### src/sv/pfe_pkg.sv
// ----------------------------------------------------------------------------
// pfe_pkg
// Types, constants and small helper functions for the Playfair digraph
// encryptor: action codes, controller states, letter folding and cell
// row/column arithmetic for the 5x5 square.
// ----------------------------------------------------------------------------
package pfe_pkg;

	localparam int SIDE    = 5;
	localparam int CELLS   = 25;
	localparam int LETTERS = 26;

	localparam logic [4:0] IDX_I    = 5'd8;
	localparam logic [4:0] IDX_J    = 5'd9;
	localparam logic [4:0] IDX_X    = 5'd23;
	localparam logic [4:0] UNPLACED = 5'd25;
	localparam logic [4:0] LAST_IDX = 5'd25;
	localparam logic [4:0] NCELLS   = 5'd25;

	localparam logic [7:0] CHR_LA = 8'h61;
	localparam logic [7:0] CHR_LZ = 8'h7a;
	localparam logic [7:0] CHR_UA = 8'h41;
	localparam logic [7:0] CHR_UZ = 8'h5a;
	localparam logic [6:0] OUT_A  = 7'h61;

	typedef enum logic [1:0] {
		ACT_KEY      = 2'd0,
		ACT_KEY_END  = 2'd1,
		ACT_TEXT     = 2'd2,
		ACT_TEXT_END = 2'd3
	} action_t;

	typedef enum logic [2:0] {
		ST_IDLE,
		ST_FILL,
		ST_LOOKUP,
		ST_EMIT0,
		ST_EMIT1
	} state_t;

	// {is_letter, index}; j and J fold to i
	function automatic logic [5:0] letter_of(input logic [7:0] sym);
		logic [7:0] v;
		logic       ok;
		v  = '0;
		ok = 1'b0;
		if (sym >= CHR_LA && sym <= CHR_LZ) begin
			v  = sym - CHR_LA;
			ok = 1'b1;
		end else if (sym >= CHR_UA && sym <= CHR_UZ) begin
			v  = sym - CHR_UA;
			ok = 1'b1;
		end
		if (v[4:0] == IDX_J) begin
			v[4:0] = IDX_I;
		end
		return {ok, v[4:0]};
	endfunction

	function automatic logic [2:0] cell_row(input logic [4:0] p);
		logic [2:0] r;
		if (p >= 5'd20) r = 3'd4;
		else if (p >= 5'd15) r = 3'd3;
		else if (p >= 5'd10) r = 3'd2;
		else if (p >= 5'd5) r = 3'd1;
		else r = 3'd0;
		return r;
	endfunction

	function automatic logic [2:0] cell_col(input logic [4:0] p);
		logic [4:0] base;
		logic [2:0] r;
		r    = cell_row(p);
		base = {r, 2'b00} + {2'b00, r};
		return 3'(p - base);
	endfunction

	function automatic logic [2:0] wrap_inc(input logic [2:0] v);
		return (v == 3'(SIDE - 1)) ? 3'd0 : 3'(v + 3'd1);
	endfunction

	function automatic logic [4:0] cell_of(input logic [2:0] r, input logic [2:0] c);
		return 5'({r, 2'b00} + {2'b00, r} + {2'b00, c});
	endfunction

endpackage

### src/sv/playfair_digraph_encryptor.sv
// ----------------------------------------------------------------------------
// playfair_digraph_encryptor
// Playfair cipher with a 5x5 square held in two small synchronous memories.
//
// Usage: the slave channel carries one action per transaction in s_tuser
// (key letter, key end, text character, text end) with the ASCII byte in
// s_tdata. Key letters are placed in order of arrival; key end walks all 26 letters,
// one per cycle, to fill the square. Text characters are paired;
// the second letter of a pair (or a text end with a letter held) reads the
// position memory, then the square memory, and the pair is emitted as two
// master transactions, m_tlast high on the second. The block takes one
// item at a time: s_tready is low while a fill, a lookup or an emit is
// in progress, and m_tdata holds while m_tready is low.
// Reset clears the letter-placed bits, fill count, square-ready and held
// letter; the square cells hold garbage until the key writes them.
// ----------------------------------------------------------------------------
module playfair_digraph_encryptor (
	input  logic       clk,
	input  logic       arst_n,
	input  logic       s_tvalid,
	output logic       s_tready,
	input  logic [7:0] s_tdata,   // [7:0] symbol
	input  pfe_pkg::action_t s_tuser, // [1:0] action
	output logic       m_tvalid,
	input  logic       m_tready,
	output logic [7:0] m_tdata,   // [6:0] cipher_letter, [7] zero
	output logic       m_tlast    // pair_last
);
	import pfe_pkg::*;

	state_t state_q, state_d;

	logic [4:0] sq_mem  [CELLS];
	logic [4:0] pos_mem [LETTERS];

	logic [LETTERS-1:0] placed_q;
	logic [4:0] fill_q;
	logic [4:0] scan_q;
	logic       ready_q;
	logic [4:0] held_q;
	logic       held_valid_q;

	logic [5:0] lt;
	logic       lt_ok;
	logic [4:0] lt_idx;
	logic       s_hs;

	logic       wr_en;
	logic [4:0] wr_letter;
	logic       pos_rd_en;
	logic [4:0] rd_a, rd_b;
	logic       held_load, held_clear;
	logic       scan_start, scan_adv, ready_set;

	logic [4:0] pa_raw_s1, pb_raw_s1;
	logic       pa_ok_s1, pb_ok_s1;
	logic [4:0] pa, pb;
	logic [2:0] ra, ca, rb, cb;
	logic [4:0] ea, eb;
	logic       sq_rd_en;
	logic [4:0] qa_s2, qb_s2;
	logic [4:0] cur;

	assign lt     = letter_of(s_tdata);
	assign lt_ok  = lt[5];
	assign lt_idx = lt[4:0];
	assign s_hs   = s_tvalid && s_tready;

	always_comb begin
		state_d    = state_q;
		s_tready   = 1'b0;
		m_tvalid   = 1'b0;
		m_tlast    = 1'b0;
		wr_en      = 1'b0;
		wr_letter  = lt_idx;
		pos_rd_en  = 1'b0;
		rd_a       = held_q;
		rd_b       = IDX_X;
		held_load  = 1'b0;
		held_clear = 1'b0;
		scan_start = 1'b0;
		scan_adv   = 1'b0;
		ready_set  = 1'b0;
		sq_rd_en   = 1'b0;
		unique case (state_q)
			ST_IDLE: begin
				s_tready = 1'b1;
				if (s_hs) begin
					unique case (s_tuser)
						ACT_KEY: begin
							wr_en = !ready_q && lt_ok && !placed_q[lt_idx] && (fill_q < NCELLS);
						end
						ACT_KEY_END: begin
							if (!ready_q) begin
								scan_start = 1'b1;
								state_d    = ST_FILL;
							end
						end
						ACT_TEXT: begin
							if (ready_q && lt_ok) begin
								if (!held_valid_q) begin
									held_load = 1'b1;
								end else begin
									pos_rd_en = 1'b1;
									if (held_q != lt_idx) begin
										rd_b       = lt_idx;
										held_clear = 1'b1;
									end
									state_d = ST_LOOKUP;
								end
							end
						end
						ACT_TEXT_END: begin
							if (ready_q && held_valid_q) begin
								pos_rd_en  = 1'b1;
								held_clear = 1'b1;
								state_d    = ST_LOOKUP;
							end
						end
						default: ;
					endcase
				end
			end
			ST_FILL: begin
				wr_letter = scan_q;
				wr_en     = (scan_q != IDX_J) && !placed_q[scan_q] && (fill_q < NCELLS);
				scan_adv  = 1'b1;
				if (scan_q == LAST_IDX) begin
					ready_set = 1'b1;
					state_d   = ST_IDLE;
				end
			end
			ST_LOOKUP: begin
				sq_rd_en = 1'b1;
				state_d  = ST_EMIT0;
			end
			ST_EMIT0: begin
				m_tvalid = 1'b1;
				if (m_tready) state_d = ST_EMIT1;
			end
			ST_EMIT1: begin
				m_tvalid = 1'b1;
				m_tlast  = 1'b1;
				if (m_tready) state_d = ST_IDLE;
			end
			default: state_d = ST_IDLE;
		endcase
	end

	always_ff @(posedge clk or negedge arst_n) begin
		if (!arst_n) begin
			state_q      <= ST_IDLE;
			placed_q     <= '0;
			fill_q       <= '0;
			scan_q       <= '0;
			ready_q      <= 1'b0;
			held_q       <= '0;
			held_valid_q <= 1'b0;
		end else begin
			state_q <= state_d;
			if (wr_en) begin
				placed_q[wr_letter] <= 1'b1;
				fill_q              <= fill_q + 5'd1;
			end
			if (scan_start) scan_q <= '0;
			else if (scan_adv) scan_q <= scan_q + 5'd1;
			if (ready_set) ready_q <= 1'b1;
			if (held_load) begin
				held_q       <= lt_idx;
				held_valid_q <= 1'b1;
			end else if (held_clear) begin
				held_valid_q <= 1'b0;
			end
		end
	end

	always_ff @(posedge clk) begin
		if (wr_en) begin
			sq_mem[fill_q]     <= wr_letter;
			pos_mem[wr_letter] <= fill_q;
		end
		if (pos_rd_en) begin
			pa_raw_s1 <= pos_mem[rd_a];
			pb_raw_s1 <= pos_mem[rd_b];
			pa_ok_s1  <= placed_q[rd_a];
			pb_ok_s1  <= placed_q[rd_b];
		end
		if (sq_rd_en) begin
			qa_s2 <= sq_mem[ea];
			qb_s2 <= sq_mem[eb];
		end
	end

	assign pa = (pa_ok_s1 && pa_raw_s1 != UNPLACED) ? pa_raw_s1 : 5'd0;
	assign pb = (pb_ok_s1 && pb_raw_s1 != UNPLACED) ? pb_raw_s1 : 5'd0;
	assign ra = cell_row(pa);
	assign ca = cell_col(pa);
	assign rb = cell_row(pb);
	assign cb = cell_col(pb);

	always_comb begin
		if (ra == rb) begin
			ea = cell_of(ra, wrap_inc(ca));
			eb = cell_of(rb, wrap_inc(cb));
		end else if (ca == cb) begin
			ea = cell_of(wrap_inc(ra), ca);
			eb = cell_of(wrap_inc(rb), cb);
		end else begin
			ea = cell_of(ra, cb);
			eb = cell_of(rb, ca);
		end
	end

	assign cur     = (state_q == ST_EMIT1) ? qb_s2 : qa_s2;
	assign m_tdata = {1'b0, 7'(OUT_A + {2'b00, cur})};

endmodule

### config.mk
export PLATFORM = sky130hd
export DESIGN_NAME = playfair_digraph_encryptor
export DESIGN_NICKNAME = d
export VERILOG_FILES = /design/src/sv/pfe_pkg.sv /design/src/sv/playfair_digraph_encryptor.sv
export SDC_FILE = /design/constraint.sdc
export NUM_CORES = 1
export LEC_CHECK = 0
export ABC_AREA = 1
export BUFFER_PORTS_ARGS = -buffer_cell sky130_fd_sc_hd__buf_2
export CORE_UTILIZATION = 44
export CTS_CLUSTER_DIAMETER = 150
export CTS_CLUSTER_SIZE = 12
export DETAILED_ROUTE_END_ITERATION = 7
export GPL_TIMING_DRIVEN = 0
export PLACE_DENSITY = 0.66
export REMOVE_ABC_BUFFERS = 1
export SKIP_LAST_GASP = 1
export SLEW_MARGIN = 25
export SYNTH_ARGS = -nofsm -noshare
export SYNTH_HDL_FRONTEND = slang
export SYNTH_SLANG_ARGS = --single-unit
### constraint.sdc
create_clock -name clk -period 4.2 [get_ports clk]
set_input_delay 0.84 -clock clk [delete_from_list [all_inputs] [get_ports clk]]
set_output_delay 0.84 -clock clk [all_outputs]
set_load 0.1 [all_outputs]
# ---- Word-level counts from Yosys, hierarchy flattened
# Memory sizes are Yosys's and may differ from the RTL's. A register that Yosys moved wholly into a read port is not among the register bits.
# Index checks and enable logic that the tools add are counted.
dict set report op_classes {
  n_bitwise 1
  n_addsub 21
  eq_ne 28
  n_mux 88
  n_reduce_logical 22
  magnitude_cmp 19
}
# cell n
set ops {}
lappend ops {{2-to-1 mux 5 bit} 19}
lappend ops {{adder 5 x 3 -> 5 bit} 10}
lappend ops {{2-to-1 mux 3 bit} 14}
lappend ops {{2-to-1 mux 1 bit} 41}
lappend ops {{< comparator 5 x 6 -> 1 bit, second input constant} 5}
lappend ops {{OR 26 bit} 1}
lappend ops {{binary-select mux 1 bit (select 5 bit)} 4}
lappend ops {{greater-or-equal comparator 5 x 4 -> 1 bit, second input constant} 4}
lappend ops {{greater-or-equal comparator 8 x 7 -> 1 bit, second input constant} 2}
lappend ops {{<= comparator 8 x 7 -> 1 bit, second input constant} 2}
lappend ops {{equality test 3 bit, second input constant} 5}
lappend ops {{case mux 3 bit (5 select lines)} 1}
lappend ops {{logical AND 1 bit} 13}
lappend ops {{adder 3 x 1 -> 3 bit, second input constant} 4}
lappend ops {{inequality test 3 bit, second input constant} 4}
lappend ops {{adder 5 x 1 -> 5 bit, second input constant} 2}
lappend ops {{greater-or-equal comparator 5 x 3 -> 1 bit, second input constant} 2}
lappend ops {{greater-or-equal comparator 5 bit, second input constant} 2}
lappend ops {{inequality test 5 bit, second input constant} 2}
lappend ops {{subtractor 5 x 1 -> 5 bit, second input constant} 2}
lappend ops {{case mux 3 bit (3 select lines)} 1}
lappend ops {{AND reduction 9 bit} 1}
lappend ops {{2-to-1 mux 2 bit} 4}
lappend ops {{inequality test 2 bit, second input constant} 4}
lappend ops {{other kinds (21)} 30}
dict set report totals {
  wordCells 190
  ff_bits 48
  memories 2
  ram_bits 255
  inputBits 14
  output_inout_bits 11
}
# memory depth word_bits read_ports rd_clocked_by_memory_dff wr line
set mem_list {}
lappend mem_list {pos_mem 26 5 2 2 1 playfair_digraph_encryptor.sv:34} ;# logic [4:0] pos_mem [LETTERS];
lappend mem_list {sq_mem 25 5 2 2 1 playfair_digraph_encryptor.sv:33} ;# logic [4:0] sq_mem [CELLS];

# ---- Logic depth before layout (Yosys ltp)
dict set report logic_depth {
  ltp_word 16
  depth_mapped 33
  ltp_nobuf 32
}

# ---- Worst setup path before layout
# OpenSTA, ideal clock, no wires.
dict set report synth_path {
  kind {flip-flop to output port}
  from {register state_q[0]}
  to {output port m_tdata[2]}
  slack_ps -4341
  arrival_ps 7701
  path_stages_with_launch 7
  cell_sequence {dfrtp_1 nor3_1 inv_1 o21ai_0 inv_1 ha_1 xnor2_1}
}
dict set report synth_via {
  elab_chain_len 3
}
# element line
set synth_lines {}
lappend synth_lines {{start: declaration} playfair_digraph_encryptor.sv:31} ;# state_t state_q, state_d;
lappend synth_lines {{start signal: assignment} playfair_digraph_encryptor.sv:160} ;# state_q <= state_d;
lappend synth_lines {{equality test 3 bit} playfair_digraph_encryptor.sv:214} ;# assign cur = (state_q == ST_EMIT1) ? qb_s2 : qa_s2;
lappend synth_lines {{2-to-1 mux 5 bit} playfair_digraph_encryptor.sv:214}
lappend synth_lines {{adder 6 x 6 -> 7 bit} playfair_digraph_encryptor.sv:215} ;# assign m_tdata = {1'b0, 7'(OUT_A + {2'b00, cur})};
lappend synth_lines {{end: declaration} playfair_digraph_encryptor.sv:26} ;# output logic [7:0] m_tdata,
# No other way between the ends.

# ---- Worst setup path after layout
dict set report layout_path {
  from {register pa_raw_s1[3] (read register of pos_mem)}
  to {register qa_s2[4] (read register of sq_mem) (data pin)}
}
dict set report layout_via {
  elab_chain_len 14
  elab_cells_between_ends 27
  classes_between {add/sub: 8; order compare: 4; eq/ne: 5; mux: 9; reduce/logical: 1}
}
# element line
set layout_lines {}
lappend layout_lines {{start: declaration} playfair_digraph_encryptor.sv:55} ;# logic [4:0] pa_raw_s1, pb_raw_s1;
lappend layout_lines {{inequality test 5 bit} playfair_digraph_encryptor.sv:194} ;# assign pa = (pa_ok_s1 && pa_raw_s1 != UNPLACED) ? pa_raw_s1 : 5'd0;
lappend layout_lines {{logical AND 1 bit} playfair_digraph_encryptor.sv:194}
lappend layout_lines {{2-to-1 mux 5 bit (*)} playfair_digraph_encryptor.sv:194}
lappend layout_lines {{greater-or-equal comparator 5 x 3 -> 1 bit} pfe_pkg.sv:65} ;# else if (p >= 5'd5) r = 3'd1;
lappend layout_lines {{2-to-1 mux 1 bit} pfe_pkg.sv:65}
lappend layout_lines {{2-to-1 mux 2 bit} pfe_pkg.sv:64} ;# else if (p >= 5'd10) r = 3'd2;
lappend layout_lines {{2-to-1 mux 2 bit} pfe_pkg.sv:63} ;# else if (p >= 5'd15) r = 3'd3;
lappend layout_lines {{2-to-1 mux 3 bit} pfe_pkg.sv:62} ;# if (p >= 5'd20) r = 3'd4;
lappend layout_lines {{adder 5 x 3 -> 5 bit, or another cell as far along} pfe_pkg.sv:83} ;# return 5'({r, 2'b00} + {2'b00, r} + {2'b00, c});
lappend layout_lines {{subtractor 3 bit or 2-to-1 mux 3 bit (tied branches)} {pfe_pkg.sv:75, pfe_pkg.sv:79}}
lappend layout_lines {{adder 3 x 1 -> 3 bit, or another cell as far along} pfe_pkg.sv:79} ;# return (v == 3'(SIDE - 1)) ? 3'd0 : 3'(v + 3'd1);
lappend layout_lines {{2-to-1 mux 3 bit or adder 5 x 3 -> 5 bit (tied branches)} {pfe_pkg.sv:79, pfe_pkg.sv:83}}
lappend layout_lines {{adder 5 x 3 -> 5 bit or 2-to-1 mux 5 bit (tied branches)} {pfe_pkg.sv:83, playfair_digraph_encryptor.sv:205}}
lappend layout_lines {{2-to-1 mux 5 bit (*)} playfair_digraph_encryptor.sv:202} ;# if (ra == rb) begin
lappend layout_lines {{end: declaration} playfair_digraph_encryptor.sv:61} ;# logic [4:0] qa_s2, qb_s2;
# Every way passes the cells marked *; elsewhere a longest branch is shown, timed or not.
# A chain may end at the register's enable or synchronous reset.

==> flow_metrics.py <==
metrics = {
    "run_status": {
        "outcome": "finished with violations",
        "violations": "negative setup slack",
    },
    "clock_tree": {
        "cts_tree": "yes",
        "clkLatencyLatePin_ps": 610,
        "root_buffer": "clkbuf_16",
        "cts_sinks": 323,
        "cts_hold_buf": 0,
        "clkSlewWorstSetupHoldPaths_ps": 70,
        "clock_path_buffers": 3,
        "numCtsBuffers": 30,
        "htree_levels": 1,
    },
    "timing": {
        "max_slew_margin": 0.3932,
        "grt_setup_unrepaired": "true",
        "final_max_slew_viol_count": 0,
        "finalSetupViolCount": 10,
        "finalCritPeriodShare": 1.116,
        "skew_ps": 34.47,
        "hold_violations": 0,
        "layout_setup_ws_ps": -485.2,
        "tightest_slew_ps": 907.9,
        "fmax_ghz": 0.2134,
        "fin_crit_ps": 4685,
    },
    "global_routing": {
        "antenna_found_initial": 0,
        "grt_max_degree": 62,
        "grt_first_pass_wirelength_um": 95340,
        "grt_pass1_vias": 17320,
        "track_usage": 0.2630,
        "grt_remaining_overflow": 0,
    },
    "power": {
        "power-per-cell-area_nw_per_um2": 498.1,
        "peakVddDrop_v": 0.0004105,
        "p_leak_uw": 0.01005,
        "power_uw": 11540,
    },
    "floorplan": {
        "fp.dieW_um": 214.4,
        "core_area_um2": 44320,
        "rows": 77,
        "start_util": 0.4478,
        "die_h_um": 214.4,
        "dieArea_um2": 45950,
        "io_pins": 25,
    },
    "yosys": {
        "synth_cell_types": 50,
        "ys_warn_count": 0,
        "async_flop_share": 0.1424,
        "ys.flop_type": "edfxtp_1",
        "synth-seq-area-share": 0.4772,
        "synth_edf_count": 277,
        "avgSynthCellArea_um2": 8.103,
        "syn_inst": 2449,
        "syn_area_um2": 19840,
        "synth.ff_latch_count": 323,
    },
    "route": {
        "wl_um": 62500,
        "drt_iter0_drc": 2151,
        "drtAntennaViolNets": 0,
        "vias": 18110,
        "drc": 0,
        "vias_per_cell": 5.803,
        "wl_per_cell_um": 20.03,
        "drtPass1Iterations": 6,
    },
    "cells_and_area": {
        "fin_area_um2": 23170,
        "final_nets": 2572,
        "area_growth_pct": 16.77,
        "layout_common_cells": "nand2_1, nand3_1, inv_1",
        "n_antenna_cell": 0,
        "instances_no_fill": 3120,
        "utilization": 0.5229,
        "layout_commonest_cell": "nand2_1",
        "layout-drive-gt1-share": 0.1650,
    },
    "place": {
        "pre_cts_slack_ps": -1819,
        "dpl_cell_area_um2": 20400,
        "port_buffers": 23,
        "place_hpwl_um": 39240,
        "gp_congestion": 0.9105,
        "dp.cells": 2958,
    },
    "critical_path": {
        "worst_setup_path_start_kind": "flop",
        "crit_slowest_cell": "fa_1",
        "path_buf_inv": 6,
        "timing.rr.start": "pa_raw_s1[3]",
        "reg2reg_depth": 29,
        "crit_top_cell": "nand2_2",
        "path_delay_family": "simple AND/OR/NAND/NOR gates",
        "critPathKind": "reg2reg",
        "critPathMaxFanout": 4,
        "rr_endpoint": "qa_s2[4]",
        "slowest_delay_ps": 540,
        "r2r_setup_slack_ps": -490,
        "cp.required_ps": 4560,
        "cp_data_arrival_time_ps": 5050,
        "end_kind": "flop",
    },
    "hold_path": {
        "hold_class": "in2async",
    },
    "run": {
        "drv_cap": 0,
    },
}
-- area by class of cell --
type	count	area (um2)
Clock buffer	55	844.6
Tap cell	592	740.7
Timing Repair inverter	2	15.01
Fill cell	3994	21150
Timing Repair Buffer	138	1241
Inverter	373	1469
Clock inverter	1	16.27
Multi-Input combinational cell	1636	9366
Sequential cell	323	9479
-- registers in the layout (all words and copies together), names as in the netlist, 3 cells and up --
register,flops
scan_q,5
held_q,5
state_q,3
placed_q,26
pos_mem,130
fill_q,5
qb_s2,5
sq_mem,125
qa_s2,5
pb_raw_s1,5
pa_raw_s1,5
-- synth_stat cells, types with 2 or more instances --
master / number / area, um2
nand2_1: 543 / 2038
nand3_1: 483 / 2417
inv_1: 352 / 1321
edfxtp_1: 277 / 8318
o21ai_0: 168 / 840.8
nor2_1: 108 / 405.4
a21oi_1: 106 / 530.5
buf_2: 50 / 250.2
clkbuf_1: 50 / 187.7
dfrtp_1: 46 / 1151
ha_1: 44 / 550.5
o211ai_1: 29 / 217.7
nand4_1: 17 / 106.4
buf_6: 16 / 180.2
inv_2: 16 / 60.06
xor2_1: 13 / 113.9
xnor2_1: 12 / 105.1
nand2_2: 11 / 68.82
nor3_1: 11 / 55.05
fa_1: 10 / 200.2
buf_4: 9 / 67.56
nand3b_1: 9 / 67.56
o21ai_1: 8 / 40.04
a31oi_1: 7 / 43.79
a32oi_1: 6 / 52.55
clkinv_1: 5 / 18.77
nand3_2: 4 / 40.04
nand3_4: 4 / 70.07
nor2_2: 4 / 25.02
a211oi_1: 3 / 22.52
nand2_8: 2 / 40.04
nor2_4: 2 / 22.52
nor3_2: 2 / 20.02
o2111ai_1: 2 / 17.52
o21ai_4: 2 / 32.53
o22ai_1: 2 / 12.51
or2_1: 2 / 12.51
or2_2: 2 / 12.51
-- worst max-delay path by stage --
stage                          to  depth (start not counted)         start
floorplan              m_tdata[2]                          6    state_q[0]
global placement         pb_ok_s1                         21    s_tdata[0]
detailed placement  sq_mem[14][2]                         18    s_tdata[0]
CTS                      qa_s2[0]                         30  pa_raw_s1[3]
global route             qb_s2[0]                         28  pb_raw_s1[0]
finish                   qa_s2[4]                         29  pa_raw_s1[3]
-- repair_timing --
action / in CTS / in global routing
endpoints found under the hold margin: 0 / 0
setup buffers: 68 / 28
endpoints found under the setup margin: 304 / 174
pin swaps: 62 / 37
gates cloned: 7 / 3
gates resized for setup: 178 / 76
-- layer usage --
layer / track usage / wire length, um / vias up
li1: - / - / 8318
met1: 0.3306 / 24070 / 8567
met2: 0.4448 / 29870 / 1003
met3: 0.03021 / 5048 / 218
met4: 0.1402 / 3509 / 0
met5: 0 / 0 / -
-- report_power, final --
group	switching (uW)	total (uW)	internal, uW
clock network	1210	2560	1340
logic	3230	4560	1330
registers	330	4420	4090
-- cells by family (layout without fill, tap and decap cells) --
kind of cell,count (synthesis),in the layout,share of synthesized area
compound gates,341,342,0.09508
fa+ha+maj,54,54,0.03783
other cells,1,1,0.0001890
flops,323,323,0.4772
xor+xnor,25,25,0.01103
mux,1,1,0.0005044
simple gates,1206,1213,0.2731
buf+inv,498,569,0.1051
-- per-stage QoR --
stage	hold slack [ps]	TNS, ps
2_1_floorplan	454.7	-58400
3_3_place_gp	491.3	-661050
3_5_place_dp	499.0	-427470
4_1_cts	258.8	-3080
5_1_grt	287.6	-6726
6_report	230.2	-4028
Power figures use the tool's default switching activity.
